<file path="config.mk">
export PLATFORM = sky130hd
export DESIGN_NAME = trv_age_div
export DESIGN_NICKNAME = d
export VERILOG_FILES = /design/src/sv/trv_pkg.sv /design/src/sv/trv_age_div.sv
export SDC_FILE = /design/constraint.sdc
export NUM_CORES = 1
export LEC_CHECK = 0
export ABC_AREA = 1
export ABC_CLOCK_PERIOD_IN_PS = 8500
export BUFFER_PORTS_ARGS = -buffer_cell sky130_fd_sc_hd__buf_2
export CAP_MARGIN = 15
export CORE_AREA = 2 2 305 307
export CTS_BUF_LIST = sky130_fd_sc_hd__clkbuf_2 sky130_fd_sc_hd__clkbuf_4 sky130_fd_sc_hd__clkbuf_8
export CTS_CLUSTER_SIZE = 14
export DETAILED_ROUTE_END_ITERATION = 8
export DIE_AREA = 0 0 307 309
export PLACE_DENSITY = 0.41
export SYNTH_ARGS = -nofsm -noshare
export SYNTH_HDL_FRONTEND = slang
export SYNTH_SLANG_ARGS = --single-unit
</file>
<file path="constraint.sdc">
create_clock -name i_clk -period 8.5 [get_ports i_clk]
set_input_delay 0.85 -clock i_clk [delete_from_list [all_inputs] [get_ports i_clk]]
set_output_delay 0.85 -clock i_clk [all_outputs]
set_load 0.05 [all_outputs]
</file>
<file path="src/sv/trv_pkg.sv">
// Shared constants and codes for the trail vertex attribute pipeline.
package trv_pkg;

    // Q1.16 one and related widths
    localparam int             AGE_W    = 17;
    localparam logic [16:0]    ONE_Q16  = 17'd65536;

    // Age divider: quotient bits resolved per stage and number of stages
    localparam int DIV_STEP   = 2;
    localparam int DIV_QBITS  = 16;
    localparam int DIV_STAGES = DIV_QBITS / DIV_STEP;

    // Head factor: age scaled by 1/0.08, reciprocal of the 0.08 point in Q16
    localparam logic [12:0]    HEAD_SOFT   = 13'd5243;
    localparam logic [19:0]    HEAD_RECIP  = 20'd819181;
    localparam logic [17:0]    SMOOTH_3    = 18'd196608;

    // Width and opacity head blends (0.35 + 0.65 h, 0.4 + 0.6 h)
    localparam logic [16:0]    W_BASE = 17'd22938;
    localparam logic [15:0]    W_SPAN = 16'd42598;
    localparam logic [16:0]    O_BASE = 17'd26214;
    localparam logic [15:0]    O_SPAN = 16'd39322;

    // Lower limits on divisor and exponent
    localparam logic [15:0]    MIN_LENGTH = 16'd205;
    localparam logic [15:0]    MIN_FADE   = 16'd205;

    // Configuration register indexes
    localparam int CFG_IDX_W = 3;
    localparam logic [CFG_IDX_W-1:0] CFG_TRAIL_LENGTH  = 3'd0;
    localparam logic [CFG_IDX_W-1:0] CFG_HEAD_WIDTH    = 3'd1;
    localparam logic [CFG_IDX_W-1:0] CFG_TAPER_AMOUNT  = 3'd2;
    localparam logic [CFG_IDX_W-1:0] CFG_HEAD_COLOR    = 3'd3;
    localparam logic [CFG_IDX_W-1:0] CFG_TAIL_COLOR    = 3'd4;
    localparam logic [CFG_IDX_W-1:0] CFG_BRIGHTNESS    = 3'd5;
    localparam logic [CFG_IDX_W-1:0] CFG_HEAD_OPACITY  = 3'd6;
    localparam logic [CFG_IDX_W-1:0] CFG_FADE_EXPONENT = 3'd7;

endpackage

</file>
<file path="src/sv/trv_age_div.sv">
// Pipelined restoring divider that turns elapsed time into clamped Q1.16 age.
module trv_age_div
    import trv_pkg::*;
(
    input  logic             i_clk,
    input  logic             i_en,
    input  logic [47:0]      i_diff,
    input  logic [15:0]      i_len,
    output logic [AGE_W-1:0] o_age
);

    logic [DIV_STAGES:0][15:0] r_rem;
    logic [DIV_STAGES:0][15:0] r_low;
    logic [DIV_STAGES:0][15:0] r_q;
    logic [DIV_STAGES:0]       r_sat;
    logic [DIV_STAGES:1][15:0] n_rem;
    logic [DIV_STAGES:1][15:0] n_low;
    logic [DIV_STAGES:1][15:0] n_q;

    // Resolve DIV_STEP quotient bits per stage
    always_comb begin
        logic [15:0] v_r;
        logic [15:0] v_l;
        logic [15:0] v_q;
        logic [16:0] v_t;
        for (int s = 1; s <= DIV_STAGES; s++) begin
            v_r = r_rem[s-1];
            v_l = r_low[s-1];
            v_q = r_q[s-1];
            for (int j = 0; j < DIV_STEP; j++) begin
                v_t = {v_r, v_l[15]};
                v_l = {v_l[14:0], 1'b0};
                if (v_t >= {1'b0, i_len}) begin
                    v_t = v_t - {1'b0, i_len};
                    v_q = {v_q[14:0], 1'b1};
                end else begin
                    v_q = {v_q[14:0], 1'b0};
                end
                v_r = v_t[15:0];
            end
            n_rem[s] = v_r;
            n_low[s] = v_l;
            n_q[s]   = v_q;
        end
    end

    // Load dividend diff * 4096; flag ages that clamp to one
    always_ff @(posedge i_clk) begin
        if (i_en) begin
            r_sat[0] <= i_diff >= {28'b0, i_len, 4'b0};
            r_rem[0] <= i_diff[19:4];
            r_low[0] <= {i_diff[3:0], 12'b0};
            r_q[0]   <= '0;
            for (int s = 1; s <= DIV_STAGES; s++) begin
                r_sat[s] <= r_sat[s-1];
                r_rem[s] <= n_rem[s];
                r_low[s] <= n_low[s];
                r_q[s]   <= n_q[s];
            end
        end
    end

    assign o_age = r_sat[DIV_STAGES] ? ONE_Q16 : {1'b0, r_q[DIV_STAGES]};

endmodule

</file>
After elaboration in Yosys (flattened, before gate mapping)
Index checks and enable logic that the tools add are counted.
{"block": "classes", "n_addsub": 15, "n_mul": 0, "div_mod_pow": 0, "order_cmp": 17, "eq_ne": 0, "shift": 0, "n_mux": 32, "n_bitwise": 0, "reduce_logical": 0}
{"operator": "17-bit by 16-bit greater-or-equal comparator with 1-bit output", "n": 16}
{"operator": "16-bit 2-to-1 mux", "n": 15}
{"operator": "16-bit subtractor", "n": 15}
{"operator": "48-bit by 20-bit greater-or-equal comparator with 1-bit output", "n": 1}
{"operator": "17-bit 2-to-1 mux", "n": 1}
{"operator": "1-bit 2-to-1 mux", "n": 16}
{"block": "totals", "register_bits": 215, "latchBits": 0, "mem_bits_rw": 0, "romBits": 0, "out_inout_bits": 17, "n_memories": 0}

Depth between registers and ports, before layout
{"block": "depth", "depth_word": 4, "depth_mapped": 30, "mapped_depth_nobuf": 26}

Worst setup path before layout
No wires, ideal clock.
{"block": "synth_timing", "path_kind": "input-to-reg", "start": "input port i_len[1]", "end": "register r_rem[86] in the netlist's numbering (data pin)", "arrival_ps": 4485, "setup_slack_ps": 3762, "path_stages": 25, "n_path_buf": 2, "cell_sequence": "inv_1 ha_1 ha_1 nand2_1 nor2_1 nand2_1 nor2_1 nor2_1 a21boi_2 buf_2 nand2_1 o21ai_0 ha_1 a21o_1 a21oi_1 inv_1 nand2_1 nand3b_1 nand2_1 nand2_1 nand2_2 nand3_2 buf_4 nand2_1 nand2_1"}
{"item": "from (decl)", "line": "trv_age_div.sv:8", "rtl": "input logic [15:0] i_len,"}
{"item": "to (signal, indexed assignment)", "line": "trv_age_div.sv:56", "rtl": "r_rem[s] <= n_rem[s];"}
{"item": "to (decl)", "line": "trv_age_div.sv:12", "rtl": "logic [DIV_STAGES:0][15:0] r_rem;"}

==> metrics.md <==
| Metric | Value |
|---|---|
| Largest net degree at the start of global routing | 108 |
| Total congestion overflow | 0 |
| M3 GR Usage | 1.94% |
| Routability congestion estimate | about 0.86 |
| Worst R2R Start | r_rem[20] |
| Clk root buf | clkbuf_8 |
| CP Class | primary input to flip-flop |
| GRT Max-Usage Layer | met2 |
| Worst r2r dst | r_rem[35] |
| Largest fanout on the critical path | 18 |
| Post-Syn Instances | 3231 |
| Clock Sinks | 215 |
| P&R area growth vs syn | 12.4% |
| Setup violators final | 0 |
| Outcome | finished, final reports clean |
| Clock transition at the registers of the reported paths | around 0.06 ns |
| Final Non-Filler Cells | ~4.6k |
| Syn Std Cell Area | 22700 um^2 |
| Vias | 21.3k |
| Latest clock arrival within the worst-skew pair | approximately 0.65 ns |
| Final min period | approximately 5.8 ns |
| First-pass GRT wire length | 120000 um |
| Worst EP required | between 8 and 9 ns |
| Post-CTS setup buffer count | 0 |
| Worst reg2reg path depth | 22 |
| Worst Hold Launch | i_diff[0] |
| Critical path arrival | 6.18 ns |
| Area of the core | 91400 um^2 |
| # hold bufs at CTS | 0 |
| Hold Path End | n_low[14] |
| Setup TNS | 0 ns |
| Row Count | 111 |
| Die ar. | 94900 um^2 |
| Fin crit share | ~70% |
| Most common cell after layout, fill and taps aside | nand2_1 |
| Antenna viol nets, final | 0 |
| Syn Nets | 3573 |
| Post-synthesis sequential area ratio | 28.4% |
| Dpl hpwl | a little over 60000 um |
| Vias in the first global route | 20.7k |
| Initial DRC Count | around 1.3k |
| Slew headroom | roughly 35% |
| Commonest non-fill, non-tap cells in the layout | nand2_1, inv_1, nand3_1, ha_1, a21oi_1 |
| Max H-tree Level | 2 |
| Yosys cell types | 46 |
| Post-synth EDFFs | between 200 and 250 |
| Max Cap Viol | 0 |
| Nets | 3688 |
| Met1 Use GR | 22.2% |
| # IOs | 83 |
| Final Hold Fails | 0 |
| Final WL | 77800 um |
| Routing usage on met2 | 26.9% |
| Hold-critical path depth | 1 |
| Clk buf depth | 3 |
| Placed cell count | 4485 |
| RSZ-0062 raised after global routing | false |
| Synthesis Warnings | 0 |
| Startpoint Class | primary input |
| Port Buffers | slightly above 80 |
| Number of synthesized register bits | 215 |
| Die Ht | 309 um |
| Ys async rst share | 0% |
| Least-Margin Pin Slew | 0.969 ns |
| Worst reg2reg setup slack | 3.26 ns |
| Peak Freq | 172 MHz |
| HP Class | primary input to flip-flop |
| Initial antenna violation count | 6 |
| Clock skew after layout | 0.0420 ns |
| Fill count | 10.2k |
| DRT Pass-1 Iters | 5 |
| Endpoint class of the critical path | flip-flop |
| Die X | 307 um |
| Resized cells post-CTS | 0 |
| Final slew viol count | 0 |
| Share of layout cells above drive strength 1 | 7.64% |
| Initial Util | 24.9% |
| Drt wl/cell | 17.0 um |
| Vias per cell | 4.67 |
| Most used DFF post-synth | edfxtp_1 |
| Total CTS buffers | 45 |
| Residual DRC | 0 |
| TritonCTS clock tree | done |
| Gr usage total | 16.2% |
| Mean Syn Cell Area | 7.03 um^2 |
[how the worst max path moves through the flow]
stage / start / end / cells after the start
after floorplan: i_len[1] / r_rem[86] / 25
after global placement: i_len[4] / r_rem[44] / 24
after detailed placement: i_len[7] / r_rem[36] / 25
after CTS: i_len[7] / r_rem[35] / 25
after global routing: i_len[7] / r_rem[42] / 25
final: i_len[7] / r_rem[35] / 25
[through the flow]
| stage | instance area, um^2 | setup slack (ns) | hold slack [ns] | utilization [%] |
|---|---|---|---|---|
| after global routing | 25500 | 2.20 | 0.345 | 27.9 |
| after CTS | 25500 | 2.72 | 0.327 | 27.9 |
| after detailed placement | 24600 | 2.01 | 0.405 | 26.9 |
| after floorplan | 22700 | 3.76 | 0.400 | - |
| after global placement | 24600 | 2.04 | 0.401 | 26.9 |
| final | 25500 | 2.69 | 0.405 | 27.9 |
[per-layer routing]
layer	share of wire, %	vias to the layer above
li1	-	11100
met1	48	9755
met2	45	408
met3	3.8	90
met4	2.7	4
met5	0.035	-
[layout make-up]
| type | instances | area, um^2 | share of cell area, % |
|---|---|---|---|
| Antenna cell | 1 | 2.50 | 0.00980 |
| Clock buffer | 58 | 717 | 2.81 |
| Clock inverter | 21 | 220 | 0.863 |
| Inverter | 324 | 1220 | 4.76 |
| Multi-Input combinational cell | 2642 | 14700 | 57.7 |
| Sequential cell | 215 | 6460 | 25.3 |
| Tap cell | 1186 | 1480 | 5.81 |
| Timing Repair Buffer | 118 | 703 | 2.75 |
[cell families (layout without fill, tap and decap cells)]
family                   after synthesis  in the layout  share of synthesized area [%]
AND/OR/NAND/NOR                     1821           1821                           34.4
buffers and inverters                374            521                           6.73
other                                  0              1                              0
XOR/XNOR                             150            150                           5.78
flip-flops                           215            215                           28.4
adder cells (fa/ha/maj)              276            276                           15.5
AO/OA/AOI/OAI                        395            395                           9.18
[registers in the layout (all words and copies together) (netlist names)]
register	count
r_q	72
r_sat	9
r_rem	128
r_low	4
n_low	2
[worst max-delay path, cell delays in order]
cell and delay, ns:
buf_2 0.09, inv_1 0.52, buf_4 0.34, ha_1 0.30, nand2_1 0.10, inv_1 0.06
nand2_1 0.08, nor2_1 0.06, nand3_1 0.07, nand2_1 0.05, nor2_1 0.71, nand2_2 0.41
nand2_1 0.15, nand2_1 0.09, ha_1 0.36, a21oi_1 0.16, nand2_1 0.14, nand3_1 0.10
nand2_1 0.10, nand3_1 0.08, nand2_1 0.07, nand2_1 0.46, nand4_2 0.56, nand2_1 0.19
nand2_1 0.07
[cell usage after synthesis (2+ instances only)]
master / n / area, um^2
or2_2: 21 / 131
ha_1: 266 / 3330
nand3_2: 8 / 80.1
buf_2: 21 / 105
nand4_1: 58 / 363
and3_1: 4 / 25.0
nand3_4: 2 / 35.0
nand2_2: 10 / 62.6
and2_1: 9 / 56.3
o21ai_0: 122 / 611
a21oi_1: 217 / 1090
a21o_1: 10 / 75.1
inv_2: 6 / 22.5
clkbuf_1: 8 / 30.0
nor2_2: 7 / 43.8
inv_1: 318 / 1190
buf_4: 14 / 105
xnor2_1: 65 / 569
nor3_1: 19 / 95.1
nand2_1: 1125 / 4220
a31o_2: 2 / 17.5
a31oi_1: 4 / 25.0
a211oi_1: 4 / 30.0
edfxtp_1: 215 / 6460
fa_1: 10 / 200
nor4_1: 11 / 68.8
nand3b_1: 25 / 188
buf_6: 6 / 67.6
nor2_1: 208 / 781
nor2_4: 4 / 45.0
xor2_1: 85 / 744
nand3_1: 304 / 1520
o21bai_1: 4 / 30.0
o21ai_1: 15 / 75.1
nand2_4: 2 / 22.5
o21a_1: 12 / 90.1
Power is left out: the tool's default activity adds up to more than one toggle a clock period on the data nets, which glitch-free logic cannot reach.
